--- config.mk ---
export PLATFORM = sky130hd
export DESIGN_NAME = debounced_step_counter_display_flat
export DESIGN_NICKNAME = d
export VERILOG_FILES = /design/src/hdl/dscd_pkg.sv /design/src/hdl/dscd_if.sv /design/src/hdl/debounced_step_counter_display.sv /design/src/hdl/dscd_b2d.sv /design/src/hdl/dscd_glyph.sv /design/src/flat_wrapper.sv
export VERILOG_INCLUDE_DIRS = /design/src /design/src/hdl
export SDC_FILE = /design/constraint.sdc
export NUM_CORES = 1
export LEC_CHECK = 0
export BUFFER_PORTS_ARGS = -buffer_cell sky130_fd_sc_hd__buf_2
export CORE_ASPECT_RATIO = 0.8
export CORE_MARGIN = 8
export CORE_UTILIZATION = 25
export DETAILED_ROUTE_END_ITERATION = 10
export PLACE_DENSITY = 0.39
export RECOVER_POWER = 50
export SYNTH_ARGS = -nofsm -noshare
export SYNTH_HDL_FRONTEND = slang
export SYNTH_SLANG_ARGS = --single-unit
--- constraint.sdc ---
create_clock -name clk -period 4.7 [get_ports clk]
set_input_delay 0.235 -clock clk [delete_from_list [all_inputs] [get_ports clk]]
set_output_delay 0.235 -clock clk [all_outputs]
set_load 0.005 [all_outputs]
--- src/hdl/debounced_step_counter_display_assert.svh ---
// Assertion macros shared by the step counter display RTL.
// Each macro expects signals named clk and rst_n in the including module.
`ifndef DEBOUNCED_STEP_COUNTER_DISPLAY_ASSERT_SVH
`define DEBOUNCED_STEP_COUNTER_DISPLAY_ASSERT_SVH

// Same-cycle implication, checked out of reset.
`define DSCD_ASSERT_NOW(label, ante, cons, msg) \
    label: assert property (@(posedge clk) disable iff (!rst_n) (ante) |-> (cons)) \
        else $error(msg);

// Next-cycle implication, checked out of reset.
`define DSCD_ASSERT_NEXT(label, ante, cons, msg) \
    label: assert property (@(posedge clk) disable iff (!rst_n) (ante) |=> (cons)) \
        else $error(msg);

`endif

--- src/hdl/dscd_pkg.sv ---
// Package for the debounced step counter display: sizes, glyph codes,
// register map, state types and inter-module structs. No dependencies.
`timescale 1ns / 1ps

package dscd_pkg;

    // Display and value sizes.
    localparam int DIGIT_SLOTS = 5;
    localparam int VALUE_BITS  = 16;
    localparam int CFG_W       = 16;
    localparam int ADDR_W      = 4;
    localparam int DATA_W      = 32;
    localparam int GLYPH_W     = 4;
    localparam int POS_W       = 3;
    localparam int CNT_W       = $clog2(DIGIT_SLOTS + 1);
    localparam int BCD_W       = 4 * DIGIT_SLOTS;
    localparam int BITCNT_W    = $clog2(VALUE_BITS);

    // Glyph codes beyond the decimal digits.
    localparam logic [GLYPH_W-1:0] GLYPH_PLUS  = 4'd10;
    localparam logic [GLYPH_W-1:0] GLYPH_MINUS = 4'd11;
    localparam logic [GLYPH_W-1:0] GLYPH_BLANK = 4'd12;

    // Register indexes (word address).
    localparam logic [1:0] REG_STEP    = 2'd0;
    localparam logic [1:0] REG_LOCKOUT = 2'd1;
    localparam logic [1:0] REG_START   = 2'd2;

    // Register reset values.
    localparam logic [CFG_W-1:0] STEP_RESET    = 16'hFDB1;
    localparam logic [CFG_W-1:0] LOCKOUT_RESET = 16'h0500;
    localparam logic [CFG_W-1:0] START_RESET   = 16'd3184;

    typedef enum logic [1:0] {
        ST_IDLE,
        ST_LOAD,
        ST_CONV,
        ST_SHOW
    } top_state_t;

    typedef enum logic [1:0] {
        B2D_IDLE,
        B2D_SHIFT,
        B2D_TRIM
    } b2d_state_t;

    typedef enum logic {
        GLY_IDLE,
        GLY_RUN
    } gly_state_t;

    // Conversion request and result.
    typedef struct packed {
        logic                  start;
        logic [VALUE_BITS-1:0] mag;
    } b2d_req_t;

    typedef struct packed {
        logic             done;
        logic [BCD_W-1:0] bcd;
        logic [CNT_W-1:0] count;
    } b2d_res_t;

    // Glyph run request.
    typedef struct packed {
        logic             start;
        logic             negative;
        logic [BCD_W-1:0] bcd;
        logic [CNT_W-1:0] count;
    } gly_req_t;

endpackage

--- src/hdl/dscd_if.sv ---
// Handshake channel interfaces for the tick input and the glyph output.
// Depends on dscd_pkg for the glyph and position widths.
`timescale 1ns / 1ps

interface dscd_in_if;
    logic valid;
    logic ready;
    logic button_level;

    modport source (output valid, output button_level, input ready);
    modport sink (input valid, input button_level, output ready);
endinterface

interface dscd_out_if import dscd_pkg::*; ();
    logic               valid;
    logic               ready;
    logic [GLYPH_W-1:0] glyph;
    logic [POS_W-1:0]   position;
    logic               last;

    modport source (output valid, output glyph, output position, output last, input ready);
    modport sink (input valid, input glyph, input position, input last, output ready);
endinterface

--- src/hdl/debounced_step_counter_display.sv ---
// A tick that is not an accepted press leaves the sequencer idle and ready
// for the next tick. An accepted press passes through the load state, the
// bit-serial BCD converter and the leading zero trim before its first glyph
// is shown; the six glyphs then follow one per cycle while the output is not
// stalled, and the next tick is taken only once the glyph run is done.
// Reset is asynchronous: registers to their defaults, value to the start value.
`timescale 1ns / 1ps
`include "debounced_step_counter_display_assert.svh"

module debounced_step_counter_display import dscd_pkg::*;
(
    input  logic              clk,
    input  logic              rst_n,
    input  logic              psel,
    input  logic              penable,
    input  logic              pwrite,
    input  logic [ADDR_W-1:0] paddr,
    input  logic [DATA_W-1:0] pwdata,
    output logic [DATA_W-1:0] prdata,
    output logic              pready,
    dscd_in_if.sink           in_ch,
    dscd_out_if.source        out_ch
);

    top_state_t            state_reg, state_next;
    logic [CFG_W-1:0]      step_reg, step_next;
    logic [CFG_W-1:0]      lock_ticks_reg, lock_ticks_next;
    logic [CFG_W-1:0]      start_reg, start_next;
    logic [VALUE_BITS-1:0] value_reg, value_next;
    logic                  prev_level_reg, prev_level_next;
    logic                  await_press_reg, await_press_next;
    logic [CFG_W-1:0]      lock_rem_reg, lock_rem_next;

    logic       in_xfer;
    logic       cfg_write;
    logic [1:0] reg_index;
    logic       locked;
    logic       awaited;
    logic       take_edge;
    logic       press;
    b2d_req_t   b2d_req;
    b2d_res_t   b2d_res;
    gly_req_t   gly_req;
    logic       gly_done;

    assign in_xfer   = in_ch.valid && in_ch.ready;
    assign cfg_write = psel && penable && pwrite && pready;
    assign reg_index = paddr[3:2];

    // Edge detection against the awaited direction and the lockout.
    always_comb
    begin
        locked    = (lock_rem_reg != '0);
        awaited   = await_press_reg ? (prev_level_reg && !in_ch.button_level)
                                    : (!prev_level_reg && in_ch.button_level);
        take_edge = awaited && !locked;
        press     = take_edge && await_press_reg;
    end

    // Tick state and register writes.
    always_comb
    begin
        step_next        = step_reg;
        lock_ticks_next  = lock_ticks_reg;
        start_next       = start_reg;
        value_next       = value_reg;
        prev_level_next  = prev_level_reg;
        await_press_next = await_press_reg;
        lock_rem_next    = lock_rem_reg;
        if (in_xfer)
        begin
            prev_level_next  = in_ch.button_level;
            await_press_next = await_press_reg ^ take_edge;
            if (press)
            begin
                value_next    = value_reg + VALUE_BITS'($signed(step_reg));
                lock_rem_next = lock_ticks_reg;
            end
            else if (locked)
            begin
                lock_rem_next = lock_rem_reg - CFG_W'(1);
            end
        end
        if (cfg_write)
        begin
            unique case (reg_index)
                REG_STEP:    step_next = pwdata[CFG_W-1:0];
                REG_LOCKOUT: lock_ticks_next = pwdata[CFG_W-1:0];
                REG_START:
                begin
                    start_next = pwdata[CFG_W-1:0];
                    value_next = VALUE_BITS'($signed(pwdata[CFG_W-1:0]));
                end
                default:     step_next = step_reg;
            endcase
        end
    end

    // Register read back.
    always_comb
    begin
        pready = 1'b1;
        unique case (reg_index)
            REG_STEP:    prdata = DATA_W'(step_reg);
            REG_LOCKOUT: prdata = DATA_W'(lock_ticks_reg);
            REG_START:   prdata = DATA_W'(start_reg);
            default:     prdata = '0;
        endcase
    end

    // Sequencer next state.
    always_comb
    begin
        unique case (state_reg)
            ST_IDLE: state_next = (in_xfer && press) ? ST_LOAD : ST_IDLE;
            ST_LOAD: state_next = ST_CONV;
            ST_CONV: state_next = b2d_res.done ? ST_SHOW : ST_CONV;
            ST_SHOW: state_next = gly_done ? ST_IDLE : ST_SHOW;
            default: state_next = ST_IDLE;
        endcase
    end

    // Sequencer outputs; the magnitude is formed unsigned.
    always_comb
    begin
        in_ch.ready      = (state_reg == ST_IDLE);
        b2d_req.start    = (state_reg == ST_LOAD);
        b2d_req.mag      = value_reg[VALUE_BITS-1] ? (~value_reg + VALUE_BITS'(1)) : value_reg;
        gly_req.start    = b2d_res.done;
        gly_req.negative = value_reg[VALUE_BITS-1];
        gly_req.bcd      = b2d_res.bcd;
        gly_req.count    = b2d_res.count;
    end

    dscd_b2d u_b2d (
        .clk   (clk),
        .rst_n (rst_n),
        .req   (b2d_req),
        .res   (b2d_res)
    );

    dscd_glyph u_glyph (
        .clk    (clk),
        .rst_n  (rst_n),
        .req    (gly_req),
        .done   (gly_done),
        .out_ch (out_ch)
    );

    always_ff @(posedge clk or negedge rst_n)
    begin
        if (!rst_n)
        begin
            state_reg       <= ST_IDLE;
            step_reg        <= STEP_RESET;
            lock_ticks_reg  <= LOCKOUT_RESET;
            start_reg       <= START_RESET;
            value_reg       <= VALUE_BITS'($signed(START_RESET));
            prev_level_reg  <= 1'b1;
            await_press_reg <= 1'b1;
            lock_rem_reg    <= '0;
        end
        else
        begin
            state_reg       <= state_next;
            step_reg        <= step_next;
            lock_ticks_reg  <= lock_ticks_next;
            start_reg       <= start_next;
            value_reg       <= value_next;
            prev_level_reg  <= prev_level_next;
            await_press_reg <= await_press_next;
            lock_rem_reg    <= lock_rem_next;
        end
    end

    // A press transfer always launches a conversion.
    `DSCD_ASSERT_NEXT(a_press_loads, in_xfer && press, state_reg == ST_LOAD, "press did not start conversion")
    // The converter finishes only while the sequencer waits for it.
    `DSCD_ASSERT_NOW(a_conv_done_phase, b2d_res.done, state_reg == ST_CONV, "conversion done out of phase")
    // The glyph run ends only while the sequencer is showing.
    `DSCD_ASSERT_NOW(a_show_done_phase, gly_done, state_reg == ST_SHOW, "glyph run done out of phase")

endmodule

--- src/hdl/dscd_b2d.sv ---
// Bit-serial binary to BCD converter (shift and add three), one magnitude
// bit per cycle, followed by a digit-serial leading zero trim. Uses dscd_pkg.
`timescale 1ns / 1ps

module dscd_b2d import dscd_pkg::*;
(
    input  logic     clk,
    input  logic     rst_n,
    input  b2d_req_t req,
    output b2d_res_t res
);

    b2d_state_t            state_reg, state_next;
    logic [VALUE_BITS-1:0] mag_reg, mag_next;
    logic [BCD_W-1:0]      bcd_reg, bcd_next;
    logic                  ovf_reg, ovf_next;
    logic [BITCNT_W-1:0]   bit_cnt_reg, bit_cnt_next;
    logic [CNT_W-1:0]      count_reg, count_next;
    logic [BCD_W-1:0]      adjusted;
    logic                  last_bit;
    logic                  trim_more;

    // Add three to every digit of five or more before the shift.
    always_comb
    begin
        for (int i = 0; i < DIGIT_SLOTS; i++)
        begin
            if (bcd_reg[4*i +: 4] >= 4'd5)
                adjusted[4*i +: 4] = bcd_reg[4*i +: 4] + 4'd3;
            else
                adjusted[4*i +: 4] = bcd_reg[4*i +: 4];
        end
    end

    assign last_bit  = (bit_cnt_reg == BITCNT_W'(VALUE_BITS - 1));
    // A zero top digit is dropped unless the value overflowed the slots
    // or it is the only digit left.
    assign trim_more = (bcd_reg[BCD_W-1 -: 4] == 4'd0) && !ovf_reg
                       && (count_reg > CNT_W'(1));

    // Next state.
    always_comb
    begin
        unique case (state_reg)
            B2D_IDLE:  state_next = req.start ? B2D_SHIFT : B2D_IDLE;
            B2D_SHIFT: state_next = last_bit ? B2D_TRIM : B2D_SHIFT;
            B2D_TRIM:  state_next = trim_more ? B2D_TRIM : B2D_IDLE;
            default:   state_next = B2D_IDLE;
        endcase
    end

    // Datapath updates.
    always_comb
    begin
        mag_next     = mag_reg;
        bcd_next     = bcd_reg;
        ovf_next     = ovf_reg;
        bit_cnt_next = bit_cnt_reg;
        count_next   = count_reg;
        unique case (state_reg)
            B2D_IDLE:
            begin
                if (req.start)
                begin
                    mag_next     = req.mag;
                    bcd_next     = '0;
                    ovf_next     = 1'b0;
                    bit_cnt_next = '0;
                    count_next   = CNT_W'(DIGIT_SLOTS);
                end
            end
            B2D_SHIFT:
            begin
                bcd_next     = {adjusted[BCD_W-2:0], mag_reg[VALUE_BITS-1]};
                ovf_next     = ovf_reg | adjusted[BCD_W-1];
                mag_next     = {mag_reg[VALUE_BITS-2:0], 1'b0};
                bit_cnt_next = bit_cnt_reg + BITCNT_W'(1);
            end
            B2D_TRIM:
            begin
                if (trim_more)
                begin
                    bcd_next   = {bcd_reg[BCD_W-5:0], 4'd0};
                    count_next = count_reg - CNT_W'(1);
                end
            end
            default:
            begin
                bcd_next = bcd_reg;
            end
        endcase
    end

    // Outputs.
    always_comb
    begin
        res.done  = (state_reg == B2D_TRIM) && !trim_more;
        res.bcd   = bcd_reg;
        res.count = count_reg;
    end

    always_ff @(posedge clk or negedge rst_n)
    begin
        if (!rst_n)
            state_reg <= B2D_IDLE;
        else
            state_reg <= state_next;
    end

    always_ff @(posedge clk)
    begin
        mag_reg     <= mag_next;
        bcd_reg     <= bcd_next;
        ovf_reg     <= ovf_next;
        bit_cnt_reg <= bit_cnt_next;
        count_reg   <= count_next;
    end

endmodule

--- src/hdl/dscd_glyph.sv ---
// Glyph sequencer: sends the sign and then one digit or blank per transfer
// from a digit shift register through an output register. Uses dscd_pkg, dscd_if.
`timescale 1ns / 1ps

module dscd_glyph import dscd_pkg::*;
(
    input  logic      clk,
    input  logic      rst_n,
    input  gly_req_t  req,
    output logic      done,
    dscd_out_if.source out_ch
);

    gly_state_t         state_reg, state_next;
    logic               neg_reg, neg_next;
    logic [BCD_W-1:0]   bcd_reg, bcd_next;
    logic [CNT_W-1:0]   count_reg, count_next;
    logic [CNT_W-1:0]   pos_reg, pos_next;
    logic               out_valid_reg, out_valid_next;
    logic [GLYPH_W-1:0] glyph_reg, glyph_next;
    logic [POS_W-1:0]   position_reg, position_next;
    logic               last_reg, last_next;
    logic               load;
    logic               final_slot;

    // The output register takes a new glyph when it is empty or draining.
    assign load       = (state_reg == GLY_RUN) && (!out_valid_reg || out_ch.ready);
    assign final_slot = (pos_reg == CNT_W'(DIGIT_SLOTS));

    // Next state.
    always_comb
    begin
        unique case (state_reg)
            GLY_IDLE: state_next = req.start ? GLY_RUN : GLY_IDLE;
            GLY_RUN:  state_next = (load && final_slot) ? GLY_IDLE : GLY_RUN;
            default:  state_next = GLY_IDLE;
        endcase
    end

    // Digit shifting and output register loading.
    always_comb
    begin
        neg_next       = neg_reg;
        bcd_next       = bcd_reg;
        count_next     = count_reg;
        pos_next       = pos_reg;
        glyph_next     = glyph_reg;
        position_next  = position_reg;
        last_next      = last_reg;
        out_valid_next = out_valid_reg && !out_ch.ready;
        if (state_reg == GLY_IDLE && req.start)
        begin
            neg_next   = req.negative;
            bcd_next   = req.bcd;
            count_next = req.count;
            pos_next   = '0;
        end
        if (load)
        begin
            out_valid_next = 1'b1;
            position_next  = POS_W'(pos_reg);
            last_next      = final_slot;
            pos_next       = pos_reg + CNT_W'(1);
            if (pos_reg == '0)
            begin
                glyph_next = neg_reg ? GLYPH_MINUS : GLYPH_PLUS;
            end
            else
            begin
                glyph_next = (pos_reg <= count_reg) ? bcd_reg[BCD_W-1 -: 4] : GLYPH_BLANK;
                bcd_next   = {bcd_reg[BCD_W-5:0], 4'd0};
            end
        end
    end

    // Outputs.
    always_comb
    begin
        done            = load && final_slot;
        out_ch.valid    = out_valid_reg;
        out_ch.glyph    = glyph_reg;
        out_ch.position = position_reg;
        out_ch.last     = last_reg;
    end

    always_ff @(posedge clk or negedge rst_n)
    begin
        if (!rst_n)
        begin
            state_reg     <= GLY_IDLE;
            out_valid_reg <= 1'b0;
        end
        else
        begin
            state_reg     <= state_next;
            out_valid_reg <= out_valid_next;
        end
    end

    always_ff @(posedge clk)
    begin
        neg_reg      <= neg_next;
        bcd_reg      <= bcd_next;
        count_reg    <= count_next;
        pos_reg      <= pos_next;
        glyph_reg    <= glyph_next;
        position_reg <= position_next;
        last_reg     <= last_next;
    end

endmodule

--- src/flat_wrapper.sv ---
// flat-port wrapper written by rule: the top's interface ports become plain ports
module debounced_step_counter_display_flat import dscd_pkg::*;
  (clk, rst_n, psel, penable, pwrite, paddr, pwdata, prdata, pready, in_ch_valid, in_ch_button_level, in_ch_ready, out_ch_valid, out_ch_glyph, out_ch_position, out_ch_last, out_ch_ready);
  dscd_in_if in_ch_i ();
  dscd_out_if out_ch_i ();
  input  logic clk;
  input  logic rst_n;
  input  logic psel;
  input  logic penable;
  input  logic pwrite;
  input  logic [ADDR_W-1:0] paddr;
  input  logic [DATA_W-1:0] pwdata;
  output logic [DATA_W-1:0] prdata;
  output logic pready;
  input wire logic [$bits(in_ch_i.valid)-1:0] in_ch_valid;
  input wire logic [$bits(in_ch_i.button_level)-1:0] in_ch_button_level;
  output wire logic [$bits(in_ch_i.ready)-1:0] in_ch_ready;
  output wire logic [$bits(out_ch_i.valid)-1:0] out_ch_valid;
  output wire logic [$bits(out_ch_i.glyph)-1:0] out_ch_glyph;
  output wire logic [$bits(out_ch_i.position)-1:0] out_ch_position;
  output wire logic [$bits(out_ch_i.last)-1:0] out_ch_last;
  input wire logic [$bits(out_ch_i.ready)-1:0] out_ch_ready;
  assign in_ch_i.valid = in_ch_valid;
  assign in_ch_i.button_level = in_ch_button_level;
  assign in_ch_ready = in_ch_i.ready;
  assign out_ch_valid = out_ch_i.valid;
  assign out_ch_glyph = out_ch_i.glyph;
  assign out_ch_position = out_ch_i.position;
  assign out_ch_last = out_ch_i.last;
  assign out_ch_i.ready = out_ch_ready;
  debounced_step_counter_display u_core (.clk(clk), .rst_n(rst_n), .psel(psel), .penable(penable), .pwrite(pwrite), .paddr(paddr), .pwdata(pwdata), .prdata(prdata), .pready(pready), .in_ch(in_ch_i), .out_ch(out_ch_i));
endmodule
-- Yosys cells after proc, flatten, opt, wreduce, memory -nomap -nowiden
Cells that the tools add are included.
- register bits: 167
- input bits: 44
- output and inout port bits: 43
- word-level logic and storage cells: 143
- add/subtract/negate cells: 11
- order comparisons: 7
- equality and inequality tests: 11
- mux-type cells: 46
- bitwise gates (word level): 4
- reduce and logical (&&, ||, !) cells: 41
- operator list (cell ; count):
    $mux 16 ; 8
    $mux 20 ; 5
    $pmux 20 s3 ; 1
    $pmux 16 s3 ; 1
    $mux 4 ; 8
    $pmux 16 s2 ; 1
    $add 4x2->4 const B ; 5
    $ge 4x3->1 const B ; 5
    $add 16x1->16 const B ; 1
    $add 16x16->16 ; 1
    $not 16->16 ; 1
    $reduce_bool 16->1 ; 1
    $sub 16x1->16 const B ; 1
    $logic_and 1x1->1 ; 15
    $mux 3 ; 4
    $reduce_and 2->1 ; 5
    $mux 1 ; 9
    $eq 2x2->1 const B ; 4
    $pmux 2 s4 ; 1
    $pmux 4 s2 ; 1
    $reduce_bool 2->1 ; 4
    $logic_not 1->1 ; 7
    $eq 2x1->1 const B ; 3
    $logic_not 2->1 ; 3
    20 further kinds ; 25

-- Depth between registers and ports, before layout
Gate-level depths: netlist (run 1).
- word-level depth: 9
- depth in mapped cells: 13
- depth with buffers taken out: 12

-- Modules after synthesis
Synthesis (run 1) repeated with hierarchy kept, for this count alone.
- cells, all modules: 890
- area, all modules: 9337.7 µm²
- by module, submodules not included (module ; times used ; cells each ; area each (µm²) ; sequential area each (µm²)):
    debounced_step_counter_display ; 1 ; 564 ; 5137.4 ; 2133.3
    dscd_b2d ; 1 ; 206 ; 2547.4 ; 1371.3
    dscd_glyph ; 1 ; 120 ; 1652.8 ; 900.9

-- Least setup slack after synthesis (run 1)
No wires, ideal clock.
- path type: register -> register
- start: register u_core.lock_rem_reg[7]
- end: register u_core.value_reg[14]
- setup time: 135 ps
- data arrival time: 3062 ps
- data required time: 4565 ps
- setup slack: 1503 ps
- stages on the path, launching flop included: 13
- buffers on the path: 2
- clock period less this slack: 3197 ps
- cell sequence: dfrtp_1 or4_4 nor4b_4 nand3_1 nor2_1 ha_1 clkbuf_1 inv_1 nor2_1 clkbuf_1 o21ai_0 o21ai_0 a31oi_1
- word-level cells in the longest chain between the ends: 8
- RTL lines (element ; line ; RTL):
    start: declaration ; debounced_step_counter_display.sv:32 ; logic [CFG_W-1:0] lock_rem_reg, lock_rem_next;
    start signal: assignment ; debounced_step_counter_display.sv:172 ; lock_rem_reg <= lock_rem_next;
    $reduce_bool 16->1 (*) ; debounced_step_counter_display.sv:53 ; locked = (lock_rem_reg != '0);
    $logic_not 1->1 (*) ; debounced_step_counter_display.sv:56 ; take_edge = awaited && !locked;
    $logic_and 1x1->1 (*) ; debounced_step_counter_display.sv:56 ;
    $logic_and 1x1->1 (*) ; debounced_step_counter_display.sv:57 ; press = take_edge && await_press_reg;
    $mux 16 (*) ; debounced_step_counter_display.sv:74 ; if (press)
    $mux 16 (*) ; debounced_step_counter_display.sv:70 ; if (in_xfer)
    $mux 16 ; debounced_step_counter_display.sv:86 ; unique case (reg_index)
    $mux 16 (*) ; debounced_step_counter_display.sv:84 ; if (cfg_write)
    named net u_core.value_next[14] ; debounced_step_counter_display.sv:29 ; logic [VALUE_BITS-1:0] value_reg, value_next;
    end signal: assignment ; debounced_step_counter_display.sv:158 ; value_reg <= VALUE_BITS'($signed(START_RESET));
    end signal: assignment ; debounced_step_counter_display.sv:169 ; value_reg <= value_next;
    end: declaration ; debounced_step_counter_display.sv:29 ;
The timed path passes the listed nets; every way through them passes the cells marked *.
A chain may end at the register's enable or synchronous reset.

-- Final worst setup path (run 1)
- start: input paddr[2]
- end: register u_core.step_reg[6]
- word-level cells in the longest chain between the ends: 2
- RTL lines (element ; line ; RTL):
    start: declaration ; flat_wrapper.sv:11 ; input logic [ADDR_W-1:0] paddr;
    $logic_not 2->1 ; debounced_step_counter_display.sv:86 ;
    $reduce_and 2->1 (no source line) ; n/a ;
    end signal: assignment ; debounced_step_counter_display.sv:166 ; step_reg <= step_next;
    end: declaration ; debounced_step_counter_display.sv:26 ; logic [CFG_W-1:0] step_reg, step_next;
Every way passes these cells.

==> impl_metrics.json, run 1 <==
{
  "first_global_vias": 6690,
  "die_area_sq_mm": 0.0429,
  "grt_pass1_wl_microns": 39600,
  "crit_arrival_ns": 4.16,
  "skew_ns": 0.0134,
  "cp-end-kind": "flip-flop",
  "relSlewSlack_pct": -119,
  "place.gp.congestion": 0.780,
  "maxCapViolCount": 3,
  "hp-class": "in2reg",
  "synth.most_common_cell": "nand2_1",
  "path_clk_slew_ns": 0.07,
  "cts-root-buf": "clkbuf_16",
  "min_from": "pwdata[3]",
  "fmax_ghz": 0.260,
  "postCtsSetupBuffers": 0,
  "synthDistinctLibCells": 55,
  "outcome": "complete, but fails checks",
  "syn_inst": 937,
  "ys.flop_type": "dfrtp_1",
  "synth_seq_area_share_pct": 48.3,
  "setup_violations": 0,
  "initialDrtViolationCount": 444,
  "critical_path.max_fanout": 20,
  "area_delta_synth_final_pct": 14.7,
  "start_util_pct": 25.4,
  "drive_above_1_share_pct": 14.8,
  "cts_max_path_buffers": 2,
  "violations": "capacitance limit, slew limit",
  "numClockSinks": 167,
  "cts_hold_buf": 2,
  "synth_top_area_share_pct": 19.4,
  "dp_cells": 1442,
  "whs_path_depth": 3,
  "firstDrtPassIters": 4,
  "min_to": "u_core.start_reg[3]$_DFFE_PN0P_",
  "yosys-top-cells-area": "edfxtp_1 19%, dfrtp_1 17%, dfstp_2 7.2%",
  "worst-r2r-setup-slack_ns": 1.02,
  "cts_resized": 0,
  "pre_cts_slack_ns": 1.09,
  "ant_nets": 0,
  "core-area_sq_mm": 0.0359,
  "required_ns": 5.02,
  "fin_nets": 1071,
  "p_leak_nw": 4.31,
  "via_count": 6685,
  "maxSlewViolCount": 90,
  "worst_slack_ns": 0.859,
  "cts_buffers": 17,
  "die-height_microns": 187,
  "rows": 62,
  "synth_seq_cells": 167,
  "wl_per_cell_microns": 16.5,
  "htree_levels": 4,
  "dieWidth_microns": 230,
  "antenna_found_initial": 0,
  "insertion_delay_ns": 0.44,
  "synth-edff-count": 59,
  "post_layout_nonfiller_instances": 1476,
  "grt_max_degree": 52,
  "yosysWarnings": 0,
  "r2r_end": "u_core.value_reg[12]$_DFF_PN0_",
  "placed_area_sq_mm": 0.00989,
  "cts_tree": "yes",
  "drc": 0,
  "yosys.area.top_type": "edfxtp_1",
  "ios": 87,
  "timing.rr.start": "u_core.lock_rem_reg[7]$_DFFE_PN0P_",
  "syn-mean-instance-area_sq_um": 9.74,
  "rsz0062_at_grt": "no",
  "fin_crit_ns": 3.84,
  "reg2reg_depth": 13,
  "track_usage_pct": 11.6,
  "fin_util_pct": 29.1,
  "final_hold_viol_count": 0,
  "fin_area_sq_mm": 0.0105,
  "p_per_area_mw_per_mm2": 395,
  "path_class": "in2reg",
  "portBuffers": 51,
  "cp-start-kind": "input pin",
  "fillCellCount": 3789,
  "dp_hpwl_microns": 17200,
  "wirelength_microns": 24300,
  "timing.setup.tns_ns": 0,
  "peakVddDrop_uv": 215,
  "fin_crit_sh_pct": 81.7,
  "viasPerCell": 4.53,
  "n_antenna_cell": 0,
  "synthTopCellsByCount": "164 x nand2_1, 103 x o21ai_0, 63 x dfrtp_1",
  "worstMarginPinSlew_ns": 3.26,
  "async_flop_share_pct": 52.7,
  "synthesis.area_sq_mm": 0.00913,
  "overflow": 0
}
-- worst max path at each step --
stage	from	endpoint	slack, ns	cells after the start
floorplan	u_core.lock_rem_reg[7]$_DFFE_PN0P_	u_core.value_reg[14]$_DFF_PN0_	1.50	12
global placement	u_core.lock_rem_reg[7]$_DFFE_PN0P_	u_core.value_reg[15]$_DFF_PN0_	1.11	12
detailed placement	u_core.lock_rem_reg[7]$_DFFE_PN0P_	u_core.value_reg[15]$_DFF_PN0_	1.09	12
CTS	u_core.lock_rem_reg[7]$_DFFE_PN0P_	u_core.value_reg[15]$_DFF_PN0_	1.06	12
global route	rst_n	u_core.value_reg[8]$_DFF_PN0_	0.41	3
finish	paddr[2]	u_core.step_reg[6]$_DFFE_PN0P_	0.86	3
-- kinds of logic after synthesis --
family | count (synthesis) | share of synthesized area (%)
AND/OR/NAND/NOR | 304 | 15.1
AO/OA/AOI/OAI | 222 | 13.7
flip-flops | 167 | 48.3
buffers and inverters | 85 | 4.30
multiplexers | 79 | 9.10
adder cells (fa/ha/maj) | 44 | 6.11
XOR/XNOR | 34 | 3.26
other | 2 | 0.0823
-- metrics by stage --
| stage | power, W | hold slack [ns] |
|---|---|---|
| after global placement | 0.00274 | 0.346 |
| after floorplan | 0.00245 | -0.0606 |
| after CTS | 0.00420 | 0.0200 |
| after detailed placement | 0.00274 | 0.336 |
| final | 0.00413 | 0.0416 |
| after global routing | 0.00440 | 0.0326 |
-- cell type report --
| cell class | count | area [sq um] | area share [%] |
|---|---|---|---|
| sequential | 167 | 4410 | 42.1 |
| multi-input combinational | 700 | 4400 | 42.1 |
| inverter | 31 | 116 | 1.11 |
| clock buffer | 19 | 453 | 4.33 |
| tap | 480 | 601 | 5.74 |
| timing repair buffer | 66 | 345 | 3.30 |
| clock inverter | 13 | 145 | 1.39 |
-- cell usage in the layout, fill, tap and decap left out, types with 6 or more instances in the layout --
master	Yosys	routed
nand2_1	164	164
o21ai_0	103	102
dfrtp_1	63	63
edfxtp_1	59	59
a21oi_1	56	56
nor2_1	53	52
mux2i_1	47	47
ha_1	43	43
buf_2	2	40
mux2_2	32	32
inv_1	31	31
dfstp_2	25	25
dfxtp_1	20	20
xor2_1	19	19
conb_1	2	17
clkbuf_16	0	17
nand2b_1	16	16
nand3_1	15	15
xnor2_1	15	15
clkbuf_1	31	14
nor3_1	11	11
o22ai_1	11	11
nor3b_1	10	9
buf_4	17	9
a211oi_1	8	7
o211ai_1	7	7
a21o_1	6	6
o21ai_1	6	6
-- critical path: stages --
cell and delay (ns):
clkbuf_1 0.66, nor3_1 2.76, mux2_2 0.48
-- power by group --
part           internal [W]  switching, W
clock network      0.000776      0.000664
logic              0.000355      0.000446
registers           0.00172      0.000176
total               0.00285       0.00129
-- metal layers --
metal | track usage [%] | vias up | routed length, microns
met5 | 0 | - | 0
met1 | 17.6 | 3220 | 13400
met3 | 2.49 | 13 | 636
met2 | 16.3 | 73 | 10100
li1 | - | 3379 | -
met4 | 2.72 | 0 | 212
(Power assumes the default switching activity.)
==> run 2: changes to the inputs <==
--- a/config.mk
+++ b/config.mk
@@ -6,6 +6,7 @@
 export SDC_FILE = /design/constraint.sdc
 export NUM_CORES = 1
 export LEC_CHECK = 0
+export ABC_AREA = 1
 export BUFFER_PORTS_ARGS = -buffer_cell sky130_fd_sc_hd__buf_2
 export CORE_ASPECT_RATIO = 0.8
 export CORE_MARGIN = 8
==> constraint.sdc (replaced) <==
create_clock -name clk -period 3.72 [get_ports clk]
set_input_delay 0.186 -clock clk [delete_from_list [all_inputs] [get_ports clk]]
set_output_delay 0.186 -clock clk [all_outputs]
set_load 0.005 [all_outputs]
==> impl_metrics.json, run 2 <==
{
  "outcome": "complete, but fails checks",
  "violations": "capacitance limit, slew limit",
  "multiInputGateArea_sq_mm": 0.00430,
  "fin_total_pwr_w": 0.00769,
  "synthDistinctLibCells": 51,
  "cp-start-kind": "input pin",
  "hp-class": "in2reg",
  "maxCapViolCount": 3,
  "crit_arrival_ns": 3.43,
  "syn_inst": 1206,
  "p_leak_nw": 5.22,
  "worstMarginPinSlew_ns": 2.24,
  "synth_top_family_by_area": "simple AND/OR/NAND/NOR gates",
  "final_common_cell": "nand2_1",
  "synth_fa_ha_area_share_pct": 5.77,
  "wl_per_cell_microns": 14.9,
  "cts_buffers": 17,
  "synth_seq_cells": 167,
  "setup_violations": 0,
  "antenna_found_initial": 1,
  "skew_ns": 0.00967,
  "min_from": "pwdata[15]",
  "die_area_sq_mm": 0.0453,
  "synth.most_common_cell": "nand2_1",
  "drive_above_1_share_pct": 11.2,
  "initialDrtViolationCount": 437,
  "cp-startpoint": "paddr[3]",
  "worst-r2r-setup-slack_ns": 0.89,
  "synth_top_area_share_pct": 18.3,
  "final_hold_viol_count": 0,
  "timing.setup.tns_ns": 0,
  "crit_end": "u_core.step_reg[2]$_DFFE_PN0P_",
  "rsz0062_at_grt": "no",
  "first_global_vias": 7711,
  "p_seq_share_pct": 37.7,
  "muxShareOfSynthArea_pct": 1.97,
  "dp_hpwl_microns": 19500,
  "p_sw_w": 0.00295,
  "numClockSinks": 167,
  "async_flop_share_pct": 52.7,
  "insertion_delay_ns": 0.45,
  "overflow": 0,
  "path_clk_slew_ns": 0.07,
  "fin_crit_ns": 3.11,
  "grt_pass1_wl_microns": 42800,
  "cts_max_path_buffers": 2,
  "fin_crit_sh_pct": 83.5,
  "yosysWarnings": 0,
  "synth-edff-count": 59,
  "swShare_pct": 38.4,
  "r2r_end": "u_core.lock_rem_reg[11]$_DFFE_PN0P_",
  "grt_max_degree": 44,
  "syn-mean-instance-area_sq_um": 8.02,
  "area_delta_synth_final_pct": 15.4,
  "fin_nets": 1355,
  "fillCellCount": 4128,
  "yosys.area.top_type": "edfxtp_1",
  "place.gp.congestion": 0.803,
  "track_usage_pct": 11.9,
  "yosys-top-cells-area": "edfxtp_1 18%, dfrtp_1 16%, nand2_1 13%",
  "p_per_area_mw_per_mm2": 689,
  "fin_util_pct": 29.2,
  "start_util_pct": 25.3,
  "synthesis.area_sq_mm": 0.00967,
  "timing.rr.start": "u_core.lock_rem_reg[7]$_DFFE_PN0P_",
  "regArea_sq_mm": 0.00441,
  "viasPerCell": 4.43,
  "peakVddDrop_uv": 287,
  "ios": 87,
  "maxSlewViolCount": 77,
  "synthTopCellsByCount": "336 x nand2_1, 166 x inv_1, 86 x nor2_1",
  "cp-end-kind": "flip-flop",
  "synth-compound-area-share_pct": 12.2,
  "dieWidth_microns": 236,
  "cts-root-buf": "clkbuf_16",
  "postCtsSetupBuffers": 0,
  "synth_seq_area_share_pct": 45.6,
  "die-height_microns": 192,
  "core-area_sq_mm": 0.0382,
  "required_ns": 4.04,
  "htree_levels": 4,
  "portBuffers": 51,
  "fmax_ghz": 0.322,
  "clock_power_share_pct": 27.8,
  "p_int_w": 0.00474,
  "rows": 64,
  "synth_xor_xnor_area_share_pct": 1.36,
  "drc": 0,
  "firstDrtPassIters": 5,
  "relSlewSlack_pct": -50.2,
  "path_class": "in2reg",
  "cts_tree": "yes",
  "synthSimpleGateAreaFrac_pct": 22.8,
  "wirelength_microns": 26500,
  "critical_path.max_fanout": 17,
  "via_count": 7864,
  "mostFrequentLayoutCells": "336 x nand2_1, 168 x inv_1, 88 x nor2_1",
  "ys.flop_type": "dfrtp_1",
  "reg2reg_depth": 12,
  "ant_nets": 0,
  "comb_power_share_pct": 34.5,
  "n_antenna_cell": 0
}
==> run 2: power by group through the flow <==
stage               registers [W]  logic, W  clock network, W
floorplan                 0.00282   0.00203                 0
global placement          0.00294   0.00269                 0
detailed placement        0.00294   0.00270                 0
CTS                       0.00291   0.00272           0.00221
global route              0.00297   0.00309           0.00226
finish                    0.00290   0.00265           0.00214
==> run 2: worst min path at each step <==
stage / endpoint / depth (start not counted)
2_1_floorplan: u_core.lock_rem_reg[0]$_DFFE_PN0P_ / 0
3_3_place_gp: u_core.start_reg[12]$_DFFE_PN0P_ / 1
3_5_place_dp: u_core.start_reg[12]$_DFFE_PN0P_ / 1
4_1_cts: u_core.lock_ticks_reg[15]$_DFFE_PN0P_ / 3
5_1_grt: u_core.step_reg[15]$_DFFE_PN1P_ / 2
6_report: u_core.lock_ticks_reg[15]$_DFFE_PN0P_ / 3
==> run 2: per-stage QoR <==
stage | cell area [sq um] | worst slack [ns] | instances | hold WS [ns]
2_1_floorplan | 9730 | 0.676 | 1221 | -0.110
3_3_place_gp | 10400 | 0.883 | 1725 | 0.144
3_5_place_dp | 10400 | 0.828 | 1725 | 0.146
4_1_cts | 11200 | 0.811 | 1775 | 0.00384
5_1_grt | 11200 | 0.332 | 1775 | 0.0151
6_report | 11200 | 0.614 | 1775 | 0.0254
==> run 2: timing repair <==
item	in CTS	in global routing
hold buffers	18	0
endpoints found under the setup margin	0	0
gates resized for setup	0	0
hold endpoints to repair	56	0
==> run 2: worst max-delay path, stage by stage <==
cell,delay (ns)
buf_2,0.10
nor2_1,1.12
nand4_1,1.32
mux2_1,0.69
==> run 2: layer usage <==
layer	GRT usage (%)	share of wire [%]	vias to the layer above
met3	2.80	3.2	21
met5	0	0.049	-
met1	16.5	51	3739
met4	3.46	1.4	2
met2	18.3	44	90
li1	-	-	4012
==> run 2: area by class of cell <==
cell class,count,share of cell area [%]
timing repair buffer,79,4.33
clock inverter,15,2.35
sequential,167,39.5
tap,495,5.55
multi-input combinational,825,38.5
inverter,177,5.97
clock buffer,17,3.81
==> run 2: cell families after synthesis <==
group | after synthesis
and+or+nand+nor | 529
adders and majority gates | 44
xor gates and xnor gates | 15
muxes | 17
buffers and inverters | 229
DFF | 167
other | 2
AOI/OAI and AO/OA | 203
==> run 3: changes to the inputs <==
==> constraint.sdc (replaced) <==
create_clock -name clk -period 3.1 [get_ports clk]
set_input_delay 0.155 -clock clk [delete_from_list [all_inputs] [get_ports clk]]
set_output_delay 0.155 -clock clk [all_outputs]
set_load 0.005 [all_outputs]
==> impl_metrics.json, run 3 (synthesis gave the netlist of run 2 again) <==
{
  "numClockSinks": 167,
  "viasPerCell": 4.40,
  "fin_util_pct": 29.0,
  "multiInputGateArea_sq_mm": 0.00431,
  "cts-root-buf": "clkbuf_16",
  "p_per_area_mw_per_mm2": 797,
  "die-height_microns": 192,
  "dieWidth_microns": 236,
  "violations": "capacitance limit, slew limit",
  "worst-r2r-setup-slack_ns": 0.38,
  "pre_cts_slack_ns": 0.228,
  "path_clk_slew_ns": 0.07,
  "wl_per_cell_microns": 14.9,
  "rsz0062_at_grt": "no",
  "worst_slack_ns": 0.381,
  "worstMarginPinSlew_ns": 1.67,
  "final_common_cell": "nand2_1",
  "wl_met2_microns": 11800,
  "fin_crit_ns": 2.72,
  "n_antenna_cell": 0,
  "ant_nets": 0,
  "grt_pass1_wl_microns": 42600,
  "overflow": 0,
  "r2r_end": "u_core.lock_rem_reg[12]$_DFFE_PN0P_",
  "hp-class": "in2reg",
  "mostFrequentLayoutCells": "336 x nand2_1, 168 x inv_1, 87 x nor2_1",
  "skew_ns": 0.0104,
  "htree_levels": 4,
  "relSlewSlack_pct": -12.0,
  "cp-end-kind": "flip-flop",
  "fillCellCount": 4158,
  "wirelength_microns": 26500,
  "grt_max_degree": 51,
  "start_util_pct": 25.3,
  "die_area_sq_mm": 0.0453,
  "dp_cells": 1728,
  "fmax_ghz": 0.368,
  "wl_met1_microns": 13900,
  "top_layer": "met4",
  "rows": 64,
  "place.gp.congestion": 0.808,
  "portBuffers": 51,
  "path_class": "reg2reg",
  "cts_max_path_buffers": 2,
  "maxSlewViolCount": 26,
  "ios": 87,
  "firstDrtPassIters": 4,
  "fin_nets": 1359,
  "peakVddDrop_uv": 352,
  "crit_end": "u_core.lock_rem_reg[12]$_DFFE_PN0P_",
  "required_ns": 3.47,
  "timing.rr.start": "u_core.lock_rem_reg[1]$_DFFE_PN0P_",
  "dp_hpwl_microns": 19500,
  "cp-startpoint": "u_core.lock_rem_reg[1]$_DFFE_PN0P_",
  "outcome": "complete, but fails checks",
  "reg2reg_depth": 13,
  "track_usage_pct": 11.8,
  "cts_buffers": 17,
  "regArea_sq_mm": 0.00441,
  "post_layout_nonfiller_instances": 1779,
  "maxCapViolCount": 1,
  "final_hold_viol_count": 0,
  "insertion_delay_ns": 0.45,
  "first_global_vias": 7671,
  "cp-start-kind": "flip-flop",
  "wl_met3_microns": 650,
  "cts_tree": "yes",
  "core-area_sq_mm": 0.0382,
  "crit_arrival_ns": 3.09,
  "antenna_found_initial": 0,
  "drive_above_1_share_pct": 11.4,
  "critical_path.max_fanout": 21,
  "via_count": 7820,
  "setup_violations": 0,
  "p_leak_nw": 5.16,
  "drc": 0,
  "timing.setup.tns_ns": 0,
  "area_delta_synth_final_pct": 14.7,
  "initialDrtViolationCount": 398,
  "fin_crit_sh_pct": 87.7
}
==> run 3: cell count changes in the layout (fill, tap and decap cells not counted), sizes merged <==
| cell | before | now |
|---|---|---|
| dlygate4sd3 | 18 | 19 |
| inv | 182 | 179 |
| buf | 46 | 49 |
| bufinv | 6 | 1 |
| clkinvlp | 1 | 6 |
| clkinv | 3 | 6 |
==> run 3: what timing repair did <==
action	in CTS	in global routing
endpoints found under the setup margin	0	9
hold endpoints to repair	82	0
buffers inserted	0	0
hold buffers	19	0
gates resized for setup	0	1
==> run 3: worst max-delay path: stages, from the launching register on <==
cell and delay [ns]:
dfrtp_1 0.41, inv_1 0.10, ha_1 0.20, nand4_1 0.10, nor2_1 0.09, nand3_1 0.16
a21oi_1 0.17, ha_1 0.24, inv_4 0.13, nor2_8 0.26, inv_2 0.26, nand2_4 0.32
nand3_1 0.11, o21ai_1 0.08
==> run 3: how the worst min path moves through the flow <==
stage                     slack [ns]  depth (start not counted)         from                            endpoint
after detailed placement        0.28                          1        rst_n    u_core.start_reg[14]$_DFFE_PN0P_
after CTS                       0.15                          4  in_ch_valid  u_core.await_press_reg$_DFFE_PN1P_
after global placement          0.29                          1        rst_n    u_core.start_reg[14]$_DFFE_PN0P_
after global routing            0.24                          6  in_ch_valid       u_core.value_reg[8]$_DFF_PN0_
after floorplan                -0.14                          0        rst_n  u_core.lock_rem_reg[0]$_DFFE_PN0P_
final                           0.22                          6  in_ch_valid       u_core.value_reg[8]$_DFF_PN0_
==> run 3: metrics by stage <==
stage | hold WS (ns) | total power, W | area [sq um]
after global placement | 0.290 | 0.00680 | 10400
final | 0.224 | 0.00883 | 11100
after floorplan | -0.141 | 0.00583 | 9730
after detailed placement | 0.284 | 0.00679 | 10400
after global routing | 0.240 | 0.00958 | 11100
after CTS | 0.150 | 0.00900 | 11200
==> run 3: cell type report <==
type | count | area share (%)
clock inverter | 15 | 1.33
timing repair buffer | 83 | 4.64
sequential | 167 | 39.7
multi-input combinational | 825 | 38.9
inverter | 177 | 6.01
clock buffer | 17 | 3.84
tap | 495 | 5.59
==> run 3: where the power goes <==
| part | internal, W | switching (W) | leakage, nW |
|---|---|---|---|
| combinational | 0.00112 | 0.00208 | 3.16 |
| sequential | 0.00304 | 0.000452 | 1.74 |
| clock | 0.00112 | 0.00102 | 0.259 |
| total | 0.00528 | 0.00355 | 5.16 |
==> run 3: per-layer routing <==
layer / GRT usage [%] / vias up
li1: - / 4030
met4: 2.44 / 0
met5: 0 / -
met2: 18.8 / 75
met3: 2.65 / 14
met1: 16.4 / 3701
